[src/wshi_pkg.sv]
package wshi_pkg;

   // command codes
   localparam logic CMD_PUSH  = 1'b0;
   localparam logic CMD_QUERY = 1'b1;

   // result status codes
   localparam logic [2:0] ST_OK        = 3'd0;
   localparam logic [2:0] ST_EMPTY     = 3'd1;
   localparam logic [2:0] ST_ORDER     = 3'd2;
   localparam logic [2:0] ST_DUPLICATE = 3'd3;
   localparam logic [2:0] ST_CLAMPED   = 3'd4;
   localparam logic [2:0] ST_FULL      = 3'd5;

   // configuration register indexes
   localparam logic REG_WINDOW  = 1'b0;
   localparam logic REG_LOGGING = 1'b1;

   localparam logic [31:0] WINDOW_RESET = 32'd1000000;

   typedef enum logic [3:0] {
      ST_IDLE,
      ST_RD_NEWEST,
      ST_PUSH_CHECK,
      ST_EVICT_RD,
      ST_EVICT_CHECK,
      ST_Q_RD_ENDS,
      ST_Q_CHECK_FIRST,
      ST_Q_CHECK_LAST,
      ST_S_RD,
      ST_S_CHECK,
      ST_I_RD,
      ST_I_WAIT,
      ST_DIVIDE,
      ST_MULT,
      ST_ROUND,
      ST_DONE
   } fsm_type;

endpackage

[src/wshi_divider.sv]
// restoring divider: quotient = floor((dt << 31) / span), one bit a cycle
module wshi_divider
   import wshi_pkg::*;
(
   input  logic        clock,
   input  logic        reset,
   input  logic        start,
   input  logic [31:0] dt,
   input  logic [31:0] span,
   output logic        done,
   output logic [31:0] quotient
);

   logic [32:0] rem_ff, rem_in;
   logic [62:0] num_ff, num_in;
   logic [31:0] quo_ff, quo_in;
   logic [5:0]  cnt_ff, cnt_in;
   logic        busy_ff, busy_in;
   logic [33:0] trial;

   assign trial = {rem_ff, num_ff[62]} - {2'b00, span};

   // one quotient bit per cycle
   always_comb begin
      rem_in  = rem_ff;
      num_in  = num_ff;
      quo_in  = quo_ff;
      cnt_in  = cnt_ff;
      busy_in = busy_ff;
      if (start) begin
         rem_in  = '0;
         num_in  = {dt, 31'd0};
         quo_in  = '0;
         cnt_in  = 6'd0;
         busy_in = 1'b1;
      end else if (busy_ff) begin
         if (!trial[33]) begin
            rem_in = trial[32:0];
         end else begin
            rem_in = {rem_ff[31:0], num_ff[62]};
         end
         quo_in = {quo_ff[30:0], !trial[33]};
         num_in = {num_ff[61:0], 1'b0};
         cnt_in = cnt_ff + 6'd1;
         if (cnt_ff == 6'd62) begin
            busy_in = 1'b0;
         end
      end
   end

   always_ff @(posedge clock) begin
      if (reset) begin
         busy_ff <= 1'b0;
         cnt_ff  <= '0;
      end else begin
         busy_ff <= busy_in;
         cnt_ff  <= cnt_in;
      end
      rem_ff <= rem_in;
      num_ff <= num_in;
      quo_ff <= quo_in;
   end

   assign done     = busy_ff && (cnt_ff == 6'd62);
   assign quotient = quo_in;

endmodule

[config.mk]
export PLATFORM = sky130hd
export DESIGN_NAME = wshi_divider
export DESIGN_NICKNAME = d
export VERILOG_FILES = /design/src/wshi_pkg.sv /design/src/wshi_divider.sv
export SDC_FILE = /design/constraint.sdc
export NUM_CORES = 1
export LEC_CHECK = 0
export BUFFER_PORTS_ARGS = -buffer_cell sky130_fd_sc_hd__buf_2
export CAP_MARGIN = 15
export CORE_UTILIZATION = 41
export CTS_BUF_LIST = sky130_fd_sc_hd__clkbuf_8
export DETAILED_ROUTE_END_ITERATION = 7
export GPL_ROUTABILITY_DRIVEN = 1
export GPL_TIMING_DRIVEN = 0
export SLEW_MARGIN = 20
export SYNTH_ARGS = -nofsm -noshare
export SYNTH_HDL_FRONTEND = slang
export SYNTH_SLANG_ARGS = --single-unit
[constraint.sdc]
create_clock -name clock -period 3.85 [get_ports clock]
set_input_delay 0.1925 -clock clock [delete_from_list [all_inputs] [get_ports clock]]
set_output_delay 0.1925 -clock clock [all_outputs]
set_load 0.01 [all_outputs]
==> results of run 1 <==
## per-layer routing
layer | vias to the layer above | share of wire | global-route usage
met5 | - | 0.00071 | 0
met4 | 2 | 0.025 | 0.0655
met3 | 26 | 0.066 | 0.0540
met2 | 142 | 0.45 | 0.313
met1 | 2340 | 0.46 | 0.241
li1 | 2547 | - | -
## final cells by class
| type | instances | area (µm²) | share of cell area |
|---|---|---|---|
| Multi-Input combinational cell | 477 | 3420 | 0.486 |
| Buffer | 28 | 115 | 0.0164 |
| Timing Repair Buffer | 99 | 500 | 0.0711 |
| Tap cell | 184 | 230 | 0.0327 |
| Sequential cell | 104 | 2400 | 0.341 |
| Clock buffer | 10 | 138 | 0.0196 |
| Clock inverter | 6 | 71.3 | 0.0101 |
| Inverter | 42 | 158 | 0.0224 |
## worst register-to-register path, stage by stage, from the launching register on
cell and delay (ns):
dfxtp_1 0.34, ha_1 0.36, a211oi_1 0.34, o21ai_1 0.15, a211oi_2 0.33, and4_1 0.23
o211ai_1 0.09, nand2_1 0.16, xor2_1 0.29, buf_2 0.33, nor2_1 0.11, a221o_1 0.29
## state kept, by name (all words and copies together), names as in the netlist
register,cells
rem_ff,33
num_ff,32
busy_ff,1
cnt_ff,6
quo_ff,32
## power breakdown
part           switching, mW  total (mW)  internal, mW
clock network          0.402       0.729         0.327
logic                  0.354       0.625         0.272
registers             0.0362        1.24          1.20
total                  0.792        2.59          1.80
## worst min-delay path by stage
stage	slack, ns	endpoint	cells after the start	from
5_1_grt	0.09	num_ff[60]$_DFFE_PP_	2	dt[29]
4_1_cts	0.09	num_ff[47]$_DFFE_PP_	2	dt[16]
3_5_place_dp	0.37	busy_ff$_SDFF_PP0_	2	reset
6_report	0.11	num_ff[42]$_DFFE_PP_	2	dt[11]
2_1_floorplan	0.26	busy_ff$_SDFF_PP0_	1	reset
3_3_place_gp	0.36	busy_ff$_SDFF_PP0_	2	reset
## timing repair
| action | CTS | global route |
|---|---|---|
| hold endpoints to repair | 1 | 0 |
| setup endpoints to repair | 0 | 0 |
| hold buffers | 1 | 0 |
## cells in the final DEF (no fill, tap or decap), types with 14 or more instances in the layout
cell type / instances
buf_2: 100
a21oi_1: 32
inv_1: 41
dfxtp_1: 72
clkbuf_1: 20
nor2_1: 94
ha_1: 34
edfxtp_1: 32
nand2_1: 49
mux2_2: 31
o21ai_1: 14
a211oi_1: 20
mux2i_1: 51
xnor2_1: 18
## per-stage QoR
step,power [mW],utilization,instances
final,2.59,0.484,950
after global placement,1.87,0.469,933
after CTS,2.62,0.484,950
after global routing,2.74,0.484,950
after detailed placement,1.89,0.469,933
after floorplan,1.73,-,651
## logic make-up after synthesis
family          synth area share
compound gates             0.161
mux                        0.143
buf+inv                   0.0447
simple gates               0.140
fa+ha+maj                 0.0731
flops                      0.394
xor+xnor                  0.0443
==> reports/results.ini, run 1 <==
[sta]
rsz0062_at_grt = no
final.setup.worst_slack_ns = 0.381
max_freq_ghz = 0.288
tightest_slew_ns = 0.723
clock_skew_ns = 0.00624
slew_viol_final = 0
fin_crit_ns = 3.47
setup_viol = 0
holdWs_ns = 0.110
hold_viol = 0
slew_headroom = 0.518
fin_setup_tns_ns = 0
post-route-period-util = 0.901

[logic_synthesis]
synth-seq-area-share = 0.394
syn_area_um2 = 6100
synth_edf_count = 32
netlist.area_leader.share = 0.236
synth_ff_type = dfxtp_1
synth_seq_cells = 104
synth_common_cells = nor2_1, dfxtp_1, mux2i_1, nand2_1, inv_1
synthArstFlopShare = 0
synthDistinctLibCells = 65
netlist_instances = 651
synth_most_common_cell = nor2_1
synth.net_count = 753
yosys_warnings = 0
avgSynthCellArea_um2 = 9.37
netlist_top_cells_area = dfxtp_1, edfxtp_1, mux2i_1
synth_largest_area_cell = dfxtp_1

[die]
io_pins = 100
initial_core_util = 0.420
dieArea_um2 = 15400
die_w_um = 124
dieHeight_um = 124
num_rows = 44
coreArea_um2 = 14500

[finish]
layout.nets = 863
num_antenna_cells = 0
design_area_um2 = 7040
drive_gt1_frac = 0.213
fillers = 1447
syn2layout_area_growth_pct = 15.4

[global_routing]
grt_use_total = 0.191
grt_pass1_wl_um = 22600
grt_max_degree = 33
grt_pass1_vias = 4780
antenna_found_initial = 1
grt-ovfl-total = 0

[critical_path]
required_ns = 3.66
cp.arrival_ns = 3.28
cp-startpoint = rem_ff[29]$_SDFFE_PP0P_
cp-end-kind = output pin
regToRegStartpoint = rem_ff[29]$_SDFFE_PP0P_
endpoint = quotient[0]
path_common_cell = nand2_1
timing.rr.end = rem_ff[21]$_SDFFE_PP0P_
path_depth = 12
crit_slowest_cell = ha_1
cp_top_family = compound AO/OA/AOI/OAI gates
startpoint_type = flop
worstPathCellList = ha_1 > a211oi_1 > o21ai_1 > a211oi_2 > and4_1 > o211ai_1 > nand2_1 > xnor2_2 > buf_2 > nand2_1 > nand2_1 > buf_2
critPathKind = reg2out
worst-path-buf-inv = 2
cpPeakStageDelay_ns = 0.36
path_max_fanout = 10
regToRegSetupSlack_ns = 0.71
rr_worst_depth = 11

[clock_tree]
clock-root-buffer = clkbuf_8
cts_tree = built
cts_setup_buffers = 0
cts.path.max_buffers = 2
ctsResizeCount = 0
clk_pin_slew_ns = 0.10
numCtsBuffers = 9
htree_levels = 3
cts.sinks = 104
worstSkewPairLatency_ns = 0.38

[power]
p_per_area_nw_per_um2 = 369
p_leak_nw = 3.03
ir_drop_v = 0.000317

[placed_design]
post_dp_cell_area_um2 = 6820
place_ws_ns = 0.789
io_buffers = 98
routabilityCongestion = 0.947
hpwl_um = 10500

[job]
drv_cap = 0

[detailed_routing]
vias = 5057
drtIter0Drc = 361
ant_nets = 0
vias_per_cell = 5.32
route.detailed.drc = 0
wl_um = 14100
firstDrtPassIters = 4
wire_per_inst_um = 14.8

[hold_path]
hp-class = in2reg

[outcome]
status = finished, final reports clean

(Power assumes the default switching activity.)
==> inputs of run 2 (changes only) <==
--- a/config.mk
+++ b/config.mk
@@ -12,6 +12,7 @@
 export DETAILED_ROUTE_END_ITERATION = 7
 export GPL_ROUTABILITY_DRIVEN = 1
 export GPL_TIMING_DRIVEN = 0
+export REMOVE_ABC_BUFFERS = 1
 export SLEW_MARGIN = 20
 export SYNTH_ARGS = -nofsm -noshare
 export SYNTH_HDL_FRONTEND = slang
==> reports/results.ini, run 2 (synthesized netlist as in run 1, its figures left out) <==
[finish]
top_regs = rem_ff x33, num_ff x32, quo_ff x32
drive_gt1_frac = 0.223
largest_reg_flops = 33
num_antenna_cells = 0
layout_commonest_cell = buf_2
final_cell_mix = buf_2, nor2_1, dfxtp_1
largest-register = rem_ff
fillers = 1440
design_area_um2 = 7060
syn2layout_area_growth_pct = 15.8
layout.nets = 840

[die]
initial_core_util = 0.420
die_w_um = 124
num_rows = 44
dieArea_um2 = 15400
dieHeight_um = 124
io_pins = 100
coreArea_um2 = 14500

[global_routing]
antenna_found_initial = 0
grt_use_total = 0.182
grt_max_degree = 71
grt_pass1_wl_um = 21900
grt_pass1_vias = 4725
grt-ovfl-total = 0

[critical_path]
path_common_cell = nand2_1
required_ns = 3.66
worstPathCellList = ha_1 > a211oi_1 > o21ai_1 > a211oi_2 > and4_1 > o211ai_1 > nand2_1 > xnor2_4 > buf_16 > nand2_1 > nand2_1 > buf_2
path_max_fanout = 14
worst-path-buf-inv = 2
cp-end-kind = output pin
cp.arrival_ns = 3.28
critPathKind = reg2out
startpoint_type = flop
crit_slowest_cell = a211oi_1
cp_top_family = compound AO/OA/AOI/OAI gates
cpPeakStageDelay_ns = 0.37

[sta]
slew_viol_final = 0
clock_skew_ns = 0.00394
tightest_slew_ns = 0.746
hold_viol = 0
max_freq_ghz = 0.288
rsz0062_at_grt = no
fin_crit_ns = 3.47
final.setup.worst_slack_ns = 0.377
slew_headroom = 0.502
setup_viol = 0
post-route-period-util = 0.902
holdWs_ns = 0.0850

[detailed_routing]
wire_per_inst_um = 14.0
route.detailed.drc = 0
vias = 4810
wl_um = 13000
ant_nets = 0
firstDrtPassIters = 4
drtIter0Drc = 294
vias_per_cell = 5.19

[placed_design]
place_ws_ns = 0.580
post_dp_cell_area_um2 = 6830
routabilityCongestion = 0.831
io_buffers = 99
hpwl_um = 9490

[power]
p_per_area_nw_per_um2 = 369
total_power_mw = 2.61
p_leak_nw = 3.04
ir_drop_v = 0.000305

[job]
drv_cap = 0

[clock_tree]
htree_levels = 3
worstSkewPairLatency_ns = 0.38
numCtsBuffers = 9
clk_pin_slew_ns = 0.10
ctsResizeCount = 0
clock-root-buffer = clkbuf_8
cts_tree = built
cts.path.max_buffers = 2
cts.sinks = 104

[outcome]
status = finished, final reports clean

[hold_path]
hp-class = in2reg

[run 2: routing by layer]
metal  track usage  part of all wire  vias to the layer above
met5             0                 0                        -
met4        0.0536             0.015                        0
met3        0.0609             0.060                       15
met2         0.298              0.47                       99
met1         0.226              0.45                     2209
li1              -                 -                     2487
[run 2: final timing paths]
check | endpoint | slack (ns) | cells past startpoint | startpoint
worst max-delay path | quotient[0] | 0.38 | 12 | rem_ff[25]$_SDFFE_PP0P_
worst max register to register | rem_ff[21]$_SDFFE_PP0P_ | 0.55 | 10 | rem_ff[25]$_SDFFE_PP0P_
worst min register to register | quo_ff[0]$_DFF_P_ | 0.47 | 2 | quo_ff[0]$_DFF_P_
worst min-delay path | num_ff[31]$_SDFFCE_PN0P_ | 0.09 | 2 | dt[0]
[run 2: timing repair]
action | CTS | global route
setup buffers | 0 | 0
hold buffers | 1 | 0
hold endpoints to repair | 1 | 0
[run 2: worst reg2reg max path, stage by stage (launching register included)]
cell and delay (ns):
dfxtp_1 0.34, ha_1 0.34, a211oi_1 0.37, o21ai_1 0.15
a211oi_2 0.32, and4_1 0.23, o211ai_1 0.09, nand2_1 0.22
xor2_2 0.63, nor2_1 0.18, a221o_1 0.32
[run 2: stage by stage]
| stage | util | TNS (ns) | cells |
|---|---|---|---|
| floorplan | - | -0.723 | 623 |
| global placement | 0.462 | -55.81 | 906 |
| detailed placement | 0.470 | 0 | 910 |
| CTS | 0.486 | 0 | 927 |
| global route | 0.486 | 0 | 927 |
| finish | 0.486 | 0 | 927 |
[run 2: final cells by class]
type	count	area, µm²	share of cell area
clock buffers	11	151	0.0214
clock inverters	5	70.1	0.00992
inverters	42	158	0.0223
multi-input cells	477	3440	0.487
flip-flops and latches	104	2410	0.341
well taps	184	230	0.0326
repair buffers	104	606	0.0858
[run 2: where the power goes]
group | switching (mW) | leakage (nW) | internal [mW]
Sequential | 0.0447 | 0.909 | 1.20
Clock | 0.403 | 0.114 | 0.349
Combinational | 0.327 | 2.02 | 0.280
Total | 0.774 | 3.04 | 1.83
